### src/hw/rtl/utf8_strict_decoder_macros.svh
// Assertion macros for the strict UTF-8 decoder.
// Included by the top level; no other dependencies.
`ifndef UTF8_STRICT_DECODER_MACROS_SVH
`define UTF8_STRICT_DECODER_MACROS_SVH

// same-cycle implication
`define U8SD_ASSERT_IMPL(label, clk, rst, ante, cons) \
   label: assert property (@(posedge clk) disable iff (rst) (ante) |-> (cons)) \
      else $error("u8sd: same-cycle check failed");

// next-cycle implication
`define U8SD_ASSERT_NEXT(label, clk, rst, ante, cons) \
   label: assert property (@(posedge clk) disable iff (rst) (ante) |=> (cons)) \
      else $error("u8sd: next-cycle check failed");

`endif

### src/hw/rtl/u8sd_pkg.sv
// Shared types and constants of the strict UTF-8 decoder.
// Used by the front, queue, back and top-level modules.
package u8sd_pkg;

   localparam int OFFSET_BITS_DEFAULT = 32;
   localparam int QUEUE_DEPTH_DEFAULT = 4;
   localparam int OUT_OFFSET_BITS     = 32;
   localparam int CODE_BITS           = 21;

   localparam logic [2:0] ERR_TRUNC  = 3'd0;
   localparam logic [2:0] ERR_NOCONT = 3'd1;
   localparam logic [2:0] ERR_OVER3  = 3'd2;
   localparam logic [2:0] ERR_SURR   = 3'd3;
   localparam logic [2:0] ERR_OVER4  = 3'd4;
   localparam logic [2:0] ERR_ABOVE  = 3'd5;
   localparam logic [2:0] ERR_STRAY  = 3'd6;
   localparam logic [2:0] ERR_LEAD   = 3'd7;

   localparam logic [7:0] CONT_MASK  = 8'hC0;
   localparam logic [7:0] CONT_TAG   = 8'h80;
   localparam logic [7:0] LEAD2_LO   = 8'hC2;
   localparam logic [7:0] LEAD2_HI   = 8'hDF;
   localparam logic [7:0] LEAD3_LO   = 8'hE0;
   localparam logic [7:0] LEAD3_HI   = 8'hEF;
   localparam logic [7:0] LEAD_SURR  = 8'hED;
   localparam logic [7:0] LEAD4_LO   = 8'hF0;
   localparam logic [7:0] LEAD4_HI   = 8'hF4;
   localparam logic [7:0] SEC_E0_MIN = 8'hA0;
   localparam logic [7:0] SEC_ED_MAX = 8'h9F;
   localparam logic [7:0] SEC_F_EDGE = 8'h90;

   typedef enum logic [2:0] {
      CLS_ASCII,
      CLS_CONT,
      CLS_LEAD2,
      CLS_LEAD3,
      CLS_LEAD4,
      CLS_BAD
   } byte_class_type;

   typedef struct packed {
      logic [7:0]                 data_byte;
      logic                       final_byte;
      logic [OUT_OFFSET_BITS-1:0] offset;
      byte_class_type             cls;
   } q_entry_type;

   typedef struct packed {
      logic full;
      logic empty;
   } q_stat_type;

endpackage

### src/hw/rtl/u8sd_front.sv
// Front end: byte offset counter and byte classification.
// Depends on u8sd_pkg; feeds u8sd_queue.
module u8sd_front
   import u8sd_pkg::*;
#(
   parameter int OFFSET_BITS = OFFSET_BITS_DEFAULT
) (
   input  logic        clock,
   input  logic        reset,
   input  logic        accept,
   input  logic [7:0]  data_byte,
   input  logic        final_byte,
   output q_entry_type entry
);

   logic [OFFSET_BITS-1:0]     count_ff, count_in;
   logic [OUT_OFFSET_BITS-1:0] offset_sat;
   byte_class_type             cls;

   always_comb begin
      count_in = count_ff;
      if (accept) begin
         if (final_byte) begin
            count_in = '0;
         end else if (count_ff != {OFFSET_BITS{1'b1}}) begin
            count_in = count_ff + 1'b1;
         end
      end
   end

   always_ff @(posedge clock) begin
      if (reset) begin
         count_ff <= '0;
      end else begin
         count_ff <= count_in;
      end
   end

   generate
      if (OFFSET_BITS > OUT_OFFSET_BITS) begin : g_sat
         always_comb begin
            if (count_ff[OFFSET_BITS-1:OUT_OFFSET_BITS] != '0) begin
               offset_sat = {OUT_OFFSET_BITS{1'b1}};
            end else begin
               offset_sat = count_ff[OUT_OFFSET_BITS-1:0];
            end
         end
      end else begin : g_ext
         assign offset_sat = OUT_OFFSET_BITS'(count_ff);
      end
   endgenerate

   always_comb begin
      if (data_byte < CONT_TAG) begin
         cls = CLS_ASCII;
      end else if ((data_byte & CONT_MASK) == CONT_TAG) begin
         cls = CLS_CONT;
      end else if (data_byte >= LEAD2_LO && data_byte <= LEAD2_HI) begin
         cls = CLS_LEAD2;
      end else if (data_byte >= LEAD3_LO && data_byte <= LEAD3_HI) begin
         cls = CLS_LEAD3;
      end else if (data_byte >= LEAD4_LO && data_byte <= LEAD4_HI) begin
         cls = CLS_LEAD4;
      end else begin
         cls = CLS_BAD;
      end
   end

   always_comb begin
      entry.data_byte  = data_byte;
      entry.final_byte = final_byte;
      entry.offset     = offset_sat;
      entry.cls        = cls;
   end

endmodule

### src/hw/rtl/u8sd_queue.sv
// Short FIFO of classified bytes between front and back.
// Depends on u8sd_pkg.
module u8sd_queue
   import u8sd_pkg::*;
#(
   parameter int QUEUE_DEPTH = QUEUE_DEPTH_DEFAULT
) (
   input  logic        clock,
   input  logic        reset,
   input  logic        push,
   input  q_entry_type push_entry,
   input  logic        pop,
   output q_entry_type pop_entry,
   output q_stat_type  stat,
   output logic [$clog2(QUEUE_DEPTH+1)-1:0] count
);

   localparam int PTR_BITS = (QUEUE_DEPTH > 1) ? $clog2(QUEUE_DEPTH) : 1;
   localparam int CNT_BITS = $clog2(QUEUE_DEPTH + 1);
   localparam logic [PTR_BITS-1:0] PTR_LAST = PTR_BITS'(QUEUE_DEPTH - 1);
   localparam logic [CNT_BITS-1:0] CNT_FULL = CNT_BITS'(QUEUE_DEPTH);

   q_entry_type         slot_ff [QUEUE_DEPTH];
   logic [PTR_BITS-1:0] wr_ptr_ff, wr_ptr_in;
   logic [PTR_BITS-1:0] rd_ptr_ff, rd_ptr_in;
   logic [CNT_BITS-1:0] cnt_ff, cnt_in;

   always_comb begin
      wr_ptr_in = wr_ptr_ff;
      rd_ptr_in = rd_ptr_ff;
      cnt_in    = cnt_ff;
      if (push) begin
         wr_ptr_in = (wr_ptr_ff == PTR_LAST) ? '0 : wr_ptr_ff + 1'b1;
      end
      if (pop) begin
         rd_ptr_in = (rd_ptr_ff == PTR_LAST) ? '0 : rd_ptr_ff + 1'b1;
      end
      if (push && !pop) begin
         cnt_in = cnt_ff + 1'b1;
      end else if (pop && !push) begin
         cnt_in = cnt_ff - 1'b1;
      end
   end

   always_ff @(posedge clock) begin
      if (reset) begin
         wr_ptr_ff <= '0;
         rd_ptr_ff <= '0;
         cnt_ff    <= '0;
      end else begin
         wr_ptr_ff <= wr_ptr_in;
         rd_ptr_ff <= rd_ptr_in;
         cnt_ff    <= cnt_in;
      end
   end

   always_ff @(posedge clock) begin
      if (push) begin
         slot_ff[wr_ptr_ff] <= push_entry;
      end
   end

   assign pop_entry  = slot_ff[rd_ptr_ff];
   assign stat.full  = (cnt_ff == CNT_FULL);
   assign stat.empty = (cnt_ff == '0);
   assign count      = cnt_ff;

endmodule

### src/hw/rtl/u8sd_back.sv
// Back end: sequence decoding, error holding and the result register.
// Depends on u8sd_pkg; drains u8sd_queue.
module u8sd_back
   import u8sd_pkg::*;
(
   input  logic                       clock,
   input  logic                       reset,
   input  q_stat_type                 q_stat,
   input  q_entry_type                item,
   output logic                       pop,
   output logic                       out_valid,
   input  logic                       out_ready,
   output logic [CODE_BITS-1:0]       out_code_point,
   output logic [OUT_OFFSET_BITS-1:0] out_start_offset,
   output logic                       out_error_flag,
   output logic [2:0]                 out_error_kind,
   output logic                       out_text_end
);

   logic [OUT_OFFSET_BITS-1:0] seq_start_ff, seq_start_in;
   logic [CODE_BITS-1:0]       partial_ff, partial_in;
   logic [1:0]                 need_ff, need_in;
   logic                       second_ff, second_in;
   logic [7:0]                 lead_ff, lead_in;
   logic                       held_ff, held_in;
   logic [2:0]                 held_kind_ff, held_kind_in;
   logic                       discard_ff, discard_in;

   logic                       res_valid;
   logic [CODE_BITS-1:0]       res_cp;
   logic [OUT_OFFSET_BITS-1:0] res_off;
   logic                       res_err;
   logic [2:0]                 res_kind;

   logic                       valid_ff;
   logic [CODE_BITS-1:0]       cp_ff;
   logic [OUT_OFFSET_BITS-1:0] off_ff;
   logic                       err_ff;
   logic [2:0]                 kind_ff;
   logic                       end_ff;

   logic [7:0]                 b;
   logic [1:0]                 need_dec;

   assign pop      = !q_stat.empty && (!valid_ff || out_ready);
   assign b        = item.data_byte;
   assign need_dec = need_ff - 2'd1;

   always_comb begin
      seq_start_in = seq_start_ff;
      partial_in   = partial_ff;
      need_in      = need_ff;
      second_in    = second_ff;
      lead_in      = lead_ff;
      held_in      = held_ff;
      held_kind_in = held_kind_ff;
      discard_in   = discard_ff;
      res_valid    = 1'b0;
      res_cp       = '0;
      res_off      = item.offset;
      res_err      = 1'b0;
      res_kind     = ERR_TRUNC;
      if (pop) begin
         if (discard_ff) begin
            res_valid = 1'b0;
         end else if (need_ff == 2'd0) begin
            unique case (item.cls)
               CLS_ASCII: begin
                  res_valid = 1'b1;
                  res_cp    = CODE_BITS'(b);
               end
               CLS_LEAD2, CLS_LEAD3, CLS_LEAD4: begin
                  seq_start_in = item.offset;
                  lead_in      = b;
                  second_in    = 1'b1;
                  held_in      = 1'b0;
                  if (item.cls == CLS_LEAD2) begin
                     need_in    = 2'd1;
                     partial_in = CODE_BITS'(b[4:0]);
                  end else if (item.cls == CLS_LEAD3) begin
                     need_in    = 2'd2;
                     partial_in = CODE_BITS'(b[3:0]);
                  end else begin
                     need_in    = 2'd3;
                     partial_in = CODE_BITS'(b[2:0]);
                  end
                  if (item.final_byte) begin
                     res_valid = 1'b1;
                     res_err   = 1'b1;
                     res_kind  = ERR_TRUNC;
                  end
               end
               CLS_CONT: begin
                  res_valid  = 1'b1;
                  res_err    = 1'b1;
                  res_kind   = ERR_STRAY;
                  discard_in = 1'b1;
               end
               default: begin
                  res_valid  = 1'b1;
                  res_err    = 1'b1;
                  res_kind   = ERR_LEAD;
                  discard_in = 1'b1;
               end
            endcase
         end else begin
            if (item.cls != CLS_CONT) begin
               held_in      = 1'b1;
               held_kind_in = ERR_NOCONT;
            end else if (second_ff && !held_ff) begin
               if (lead_ff == LEAD3_LO && b < SEC_E0_MIN) begin
                  held_in      = 1'b1;
                  held_kind_in = ERR_OVER3;
               end else if (lead_ff == LEAD_SURR && b > SEC_ED_MAX) begin
                  held_in      = 1'b1;
                  held_kind_in = ERR_SURR;
               end else if (lead_ff == LEAD4_LO && b < SEC_F_EDGE) begin
                  held_in      = 1'b1;
                  held_kind_in = ERR_OVER4;
               end else if (lead_ff == LEAD4_HI && b >= SEC_F_EDGE) begin
                  held_in      = 1'b1;
                  held_kind_in = ERR_ABOVE;
               end
            end
            second_in  = 1'b0;
            partial_in = {partial_ff[CODE_BITS-7:0], b[5:0]};
            need_in    = need_dec;
            res_off    = seq_start_ff;
            if (need_dec == 2'd0) begin
               res_valid = 1'b1;
               if (held_in) begin
                  res_err    = 1'b1;
                  res_kind   = held_kind_in;
                  discard_in = 1'b1;
               end else begin
                  res_cp = partial_in;
               end
            end else if (item.final_byte) begin
               res_valid = 1'b1;
               res_err   = 1'b1;
               res_kind  = ERR_TRUNC;
            end
         end
         if (item.final_byte) begin
            seq_start_in = '0;
            partial_in   = '0;
            need_in      = 2'd0;
            second_in    = 1'b0;
            lead_in      = '0;
            held_in      = 1'b0;
            held_kind_in = ERR_TRUNC;
            discard_in   = 1'b0;
         end
      end
   end

   always_ff @(posedge clock) begin
      if (reset) begin
         seq_start_ff <= '0;
         partial_ff   <= '0;
         need_ff      <= 2'd0;
         second_ff    <= 1'b0;
         lead_ff      <= '0;
         held_ff      <= 1'b0;
         held_kind_ff <= ERR_TRUNC;
         discard_ff   <= 1'b0;
         valid_ff     <= 1'b0;
      end else begin
         seq_start_ff <= seq_start_in;
         partial_ff   <= partial_in;
         need_ff      <= need_in;
         second_ff    <= second_in;
         lead_ff      <= lead_in;
         held_ff      <= held_in;
         held_kind_ff <= held_kind_in;
         discard_ff   <= discard_in;
         if (pop && res_valid) begin
            valid_ff <= 1'b1;
         end else if (out_ready) begin
            valid_ff <= 1'b0;
         end
      end
   end

   // load result payload on transfer into the output register
   always_ff @(posedge clock) begin
      if (pop && res_valid) begin
         cp_ff   <= res_cp;
         off_ff  <= res_off;
         err_ff  <= res_err;
         kind_ff <= res_kind;
         end_ff  <= item.final_byte;
      end
   end

   assign out_valid        = valid_ff;
   assign out_code_point   = cp_ff;
   assign out_start_offset = off_ff;
   assign out_error_flag   = err_ff;
   assign out_error_kind   = kind_ff;
   assign out_text_end     = end_ff;

endmodule

### src/hw/rtl/utf8_strict_decoder.sv
// Top level of the strict UTF-8 decoder: front, queue and back end.
// Depends on u8sd_pkg, u8sd_front, u8sd_queue, u8sd_back and the macro header.
//
//   channel  dir  handshake           payload
//   req      in   req_tvalid/tready   tdata = data_byte, tlast = final_byte
//   rsp      out  rsp_tvalid/tready   tdata = code_point, start_offset;
//                                     tuser = error_flag, error_kind; tlast = text_end
//
// One byte per cycle sustained while the queue is not full; rsp_tvalid rises
// after its byte has passed the queue entry and then the output register.
// The queue holds QUEUE_DEPTH bytes; req_tready drops only when it is full.
// Reset is synchronous; the offset counter and all decode state clear,
// and also clear after every final byte.
`include "utf8_strict_decoder_macros.svh"

module utf8_strict_decoder
   import u8sd_pkg::*;
#(
   parameter int OFFSET_BITS = OFFSET_BITS_DEFAULT,
   parameter int QUEUE_DEPTH = QUEUE_DEPTH_DEFAULT
) (
   input  logic        clock,
   input  logic        reset,
   input  logic        req_tvalid,
   output logic        req_tready,
   input  logic [7:0]  req_tdata,   // [7:0] data_byte
   input  logic        req_tlast,
   output logic        rsp_tvalid,
   input  logic        rsp_tready,
   output logic [55:0] rsp_tdata,   // [20:0] code_point, [52:21] start_offset, rest zero
   output logic [3:0]  rsp_tuser,   // [0] error_flag, [3:1] error_kind
   output logic        rsp_tlast
);

   q_entry_type                     push_entry;
   q_entry_type                     pop_entry;
   q_stat_type                      q_stat;
   logic [$clog2(QUEUE_DEPTH+1)-1:0] q_count;
   logic                            push;
   logic                            pop;
   logic [CODE_BITS-1:0]            cp;
   logic [OUT_OFFSET_BITS-1:0]      off;
   logic                            err;
   logic [2:0]                      kind;

   assign req_tready = !q_stat.full;
   assign push       = req_tvalid && req_tready;

   u8sd_front #(
      .OFFSET_BITS (OFFSET_BITS)
   ) u_front (
      .clock      (clock),
      .reset      (reset),
      .accept     (push),
      .data_byte  (req_tdata),
      .final_byte (req_tlast),
      .entry      (push_entry)
   );

   u8sd_queue #(
      .QUEUE_DEPTH (QUEUE_DEPTH)
   ) u_queue (
      .clock      (clock),
      .reset      (reset),
      .push       (push),
      .push_entry (push_entry),
      .pop        (pop),
      .pop_entry  (pop_entry),
      .stat       (q_stat),
      .count      (q_count)
   );

   u8sd_back u_back (
      .clock            (clock),
      .reset            (reset),
      .q_stat           (q_stat),
      .item             (pop_entry),
      .pop              (pop),
      .out_valid        (rsp_tvalid),
      .out_ready        (rsp_tready),
      .out_code_point   (cp),
      .out_start_offset (off),
      .out_error_flag   (err),
      .out_error_kind   (kind),
      .out_text_end     (rsp_tlast)
   );

   assign rsp_tdata = {3'b000, off, cp};
   assign rsp_tuser = {kind, err};

   `U8SD_ASSERT_IMPL(a_err_zero_cp, clock, reset, rsp_tvalid && err, cp == '0)
   `U8SD_ASSERT_IMPL(a_cp_scalar, clock, reset, rsp_tvalid && !err,
      cp <= 21'h10FFFF && !(cp >= 21'h00D800 && cp <= 21'h00DFFF))
   `U8SD_ASSERT_IMPL(a_trunc_at_end, clock, reset,
      rsp_tvalid && err && kind == ERR_TRUNC, rsp_tlast)
   `U8SD_ASSERT_NEXT(a_queue_fill, clock, reset, push && !pop,
      q_count == $past(q_count) + 1'b1)

endmodule

### config.mk
export PLATFORM = sky130hd
export DESIGN_NAME = utf8_strict_decoder
export DESIGN_NICKNAME = d
export VERILOG_FILES = /design/src/hw/rtl/u8sd_pkg.sv /design/src/hw/rtl/u8sd_front.sv /design/src/hw/rtl/u8sd_queue.sv /design/src/hw/rtl/u8sd_back.sv /design/src/hw/rtl/utf8_strict_decoder.sv
export VERILOG_INCLUDE_DIRS = /design/src /design/src/hw/rtl
export SDC_FILE = /design/constraint.sdc
export NUM_CORES = 1
export LEC_CHECK = 0
export BUFFER_PORTS_ARGS = -buffer_cell sky130_fd_sc_hd__buf_2
export CORE_UTILIZATION = 30
export CTS_CLUSTER_SIZE = 40
export DETAILED_ROUTE_END_ITERATION = 12
export SLEW_MARGIN = 10
export SYNTH_ARGS = -nofsm -noshare
export SYNTH_HDL_FRONTEND = slang
export SYNTH_HIERARCHICAL = 1
export SYNTH_SLANG_ARGS = --single-unit
export TNS_END_PERCENT = 10
### constraint.sdc
create_clock -name clock -period 5.05 [get_ports clock]
set_clock_uncertainty 0.15 [all_clocks]
set_input_delay 0.2525 -clock clock [delete_from_list [all_inputs] [get_ports clock]]
set_output_delay 0.2525 -clock clock [all_outputs]
set_load 0.01 [all_outputs]
==> impl_metrics.csv <==
group,metric,value,unit
outcome,status,"finished clean",
floorplan,core_region_area,0.0455,mm²
final_layout,fin_cells,1675,
critical_path,cp_slowest_cell,"o21a_2",
yosys,synthFlopType,"edfxtp_1",
cts,cts_tree,"built",
cts,cts.clk_slew.worst_paths,70,ps
yosys,synth_cell_types,73,
pwr,pwr-share-clk,0.278,
critical_path,critical_path_arrival,3590,ps
job,cap_violations,0,
floorplan,dieArea,0.0471,mm²
sta,finalCriticalPeriod,3540,ps
cts,clk_path_buf_depth,3,
cts,cts_buffers,35,
pwr,combPwrFrac,0.285,
yosys,synthCells,973,
final_layout,fin_nets,1070,
critical_path,setup.worst_path.end_class,"register",
route,via_per_inst,5.08,
floorplan,io_pins,76,
global_routing,met2_usage,0.207,
critical_path,startpoint_type,"register",
floorplan,die_w,217,µm
route,ant_nets,0,
sta,setup_viol,0,
cts,cts_root_buf,"clkbuf_16",
critical_path,path_buf_inv,1,
sta,finalSetupTns,0,ps
pwr,p_int,6.04,mW
cts,postCtsSetupBuffers,0,
global_routing,antenna_found_initial,1,
route,drt-initial-drc-count,800,
pwr,p_sw_frac,0.318,
pwr,p_per_area,555,mW/mm²
yosys,yosysWarnings,6,
floorplan,rows,78,
global_routing,use_met3,0.0197,
sta,rsz0062_at_grt,"false",
place,place_inst,1602,
yosys,synth-edff-count,234,
cts,insertion_delay,520,ps
yosys,yosysMostFrequentCell,"edfxtp_1",
global_routing,grt_max_degree,56,
final_layout,fillCellCount,4359,
critical_path,reg2reg_slack,1510,ps
route,vias,8517,
cts,cts_resized,0,
pwr,vdd_drop_max,0.000303,V
critical_path,cp_max_fo,37,
global_routing,first_global_vias,8370,
yosys,async_reset_ff_frac,0,
pwr,total_leakage_power,5.41,nW
cts,hold_buffers,10,
place,dp_hpwl,18.8,mm
final_layout,fin_util,0.351,
yosys,synth_area,0.0139,mm²
floorplan,dieHeight,217,µm
critical_path,crit_chain,"mux4_2 > nor2b_1 > a21oi_1 > nor2_1 > nor2_1 > o21a_2 > buf_4",
yosys,synth_area_leader_cell,"edfxtp_1",
pwr,power_switching,2.81,mW
route,firstDrtPassIters,5,
final_layout,area.growth.synth_to_final,15.0,%
place,port_buffers,72,
global_routing,grt_use_met1,0.169,
sta,slew_viol_final,0,
critical_path,critical-path-max-stage-delay,790,ps
sta,tightest_slew,1070,ps
pwr,p_seq_frac,0.437,
cts,cts_num_sinks,339,
yosys,syn_avg_cell_area,14.2,µm²
final_layout,drive_gt1_frac,0.222,
cts,h-tree-depth,2,
sta,finalHoldViolCount,0,
floorplan,start_util,0.305,
pwr,p_total,8.85,mW
yosys,yosys_register_bits,339,
yosys,synth_top_area_frac,0.507,
global_routing,grt_busiest_layer,"met2",
final_layout,antennaDiodeCount,0,
critical_path,cp_data_required_time,5110,ps
critical_path,path_class,"reg2reg",
route,wl,29.7,mm
place,place_congestion,0.890,
sta,fmax,283,MHz
yosys,yosys-top-cells-area,"edfxtp_1 51%, dfxtp_1 15%, mux4_2 6.5%",
global_routing,grt.overflow.total,0,
critical_path,path_delay_family,"compound AO/OA/AOI/OAI gates",
global_routing,grt_usage,0.126,
route,post_drt_wl_per_cell,17.7,µm
sta,fin_crit_sh,0.700,
sta,slew_headroom,0.283,
min_path,min_path_type,"in2reg",
final_layout,finalInstanceArea,0.0159,mm²
yosys,yosysSeqAreaShare,0.658,
critical_path,crit_top_cell,"nor2_1",
yosys,yosys-top-cells-count,"234 x edfxtp_1, 107 x nor2_1, 105 x dfxtp_1",
route,drc,0,
global_routing,grt_pass1_wl,47.3,mm
place,placed_area,0.0147,mm²
kinds of logic (layout without fill, tap and decap cells):
group,Yosys count,in the layout,share of synthesized area
compound gates,178,178,0.0892
fa+ha+maj,8,8,0.00776
buf+inv,73,173,0.0314
flops,339,339,0.658
xor+xnor,3,3,0.00190
other cells,1,3,0.000270
mux,80,80,0.101
simple gates,291,291,0.110
power groups by stage:
| stage | Clock [mW] | Combinational [mW] | Sequential [mW] |
|---|---|---|---|
| 2_1_floorplan | 0 | 1.74 | 3.96 |
| 3_3_place_gp | 0 | 2.51 | 3.93 |
| 3_5_place_dp | 0 | 2.53 | 3.94 |
| 4_1_cts | 2.53 | 2.55 | 3.89 |
| 5_1_grt | 2.64 | 2.76 | 3.93 |
| 6_report | 2.46 | 2.52 | 3.87 |
worst paths after layout:
kind                                     startpoint                                    to  cells after the start
setup / recovery                           register  u_back/out_start_offset[2]$_DFFE_PP_                      7
setup reg to reg                           register  u_back/out_start_offset[2]$_DFFE_PP_                      7
hold / removal                                reset     u_queue/wr_ptr_ff[0]$_SDFFE_PP0P_                      2
hold reg to reg   u_back/partial_ff[9]$_SDFFE_PP0P_     u_back/partial_ff[9]$_SDFFE_PP0P_                      2
area by class of cell:
type,count,area (µm²),area share
clock buffers,48,1020,0.0640
clock inverters,15,95.1,0.00597
inverters,13,48.8,0.00306
multi-input cells,563,4320,0.271
flip-flops and latches,339,9130,0.573
well taps,600,751,0.0471
repair buffers,97,573,0.0359
cells in the final DEF, fill, tap and decap left out, types with 4 or more instances in the layout:
cell,instances
o31ai_1,10
o21a_1,9
dfxtp_1,103
a22oi_1,54
nor3_1,23
a31oi_1,25
and2_2,4
nor3b_1,8
mux2i_1,4
mux4_2,40
buf_2,72
nor4_1,14
and3_1,7
mux2_2,32
nor2b_1,4
or4_1,6
nand3_1,19
mux4_1,4
nand3b_1,4
nor2_1,106
buf_4,15
clkinv_2,5
and2_1,20
dlygate4sd3_1,10
a21oi_1,27
clkbuf_16,39
nand2_1,31
o311ai_0,7
edfxtp_1,234
clkbuf_1,8
nand4_1,11
inv_1,13
ha_1,7
nand2b_1,7
o21ai_0,15
or3_1,4
flip-flops by register name, indices dropped and copies added (netlist names), 3 cells and up, named ones only:
signal	count
u_back/out_start_offset	32
u_back/partial_ff	15
u_back/lead_ff	8
u_back/out_error_kind	3
u_back/out_code_point	21
u_queue/slot_ff	176
u_queue/count	3
u_back/held_kind_ff	3
u_back/seq_start_ff	32
u_front/count_ff	32
worst reg2reg max path: stages, from the launching register on:
cell     delay, ps
dfxtp_2        740
mux4_2         670
nor2b_1        190
a21oi_1        180
nor2_1          60
nor2_1          90
o21a_2         790
buf_4          380
routing by layer:
layer,part of all wire,wire (µm)
met3,0.056,1670
met4,0.027,792
met1,0.44,13000
met2,0.48,14200
met5,0.00027,8
per-stage QoR:
stage               hold slack (ps)  setup WS (ps)
floorplan                       172           1490
global route                    199           1220
finish                          137           1510
CTS                             131           1410
detailed placement              334           1440
global placement                328           1490
Power figures use the tool's default switching activity.
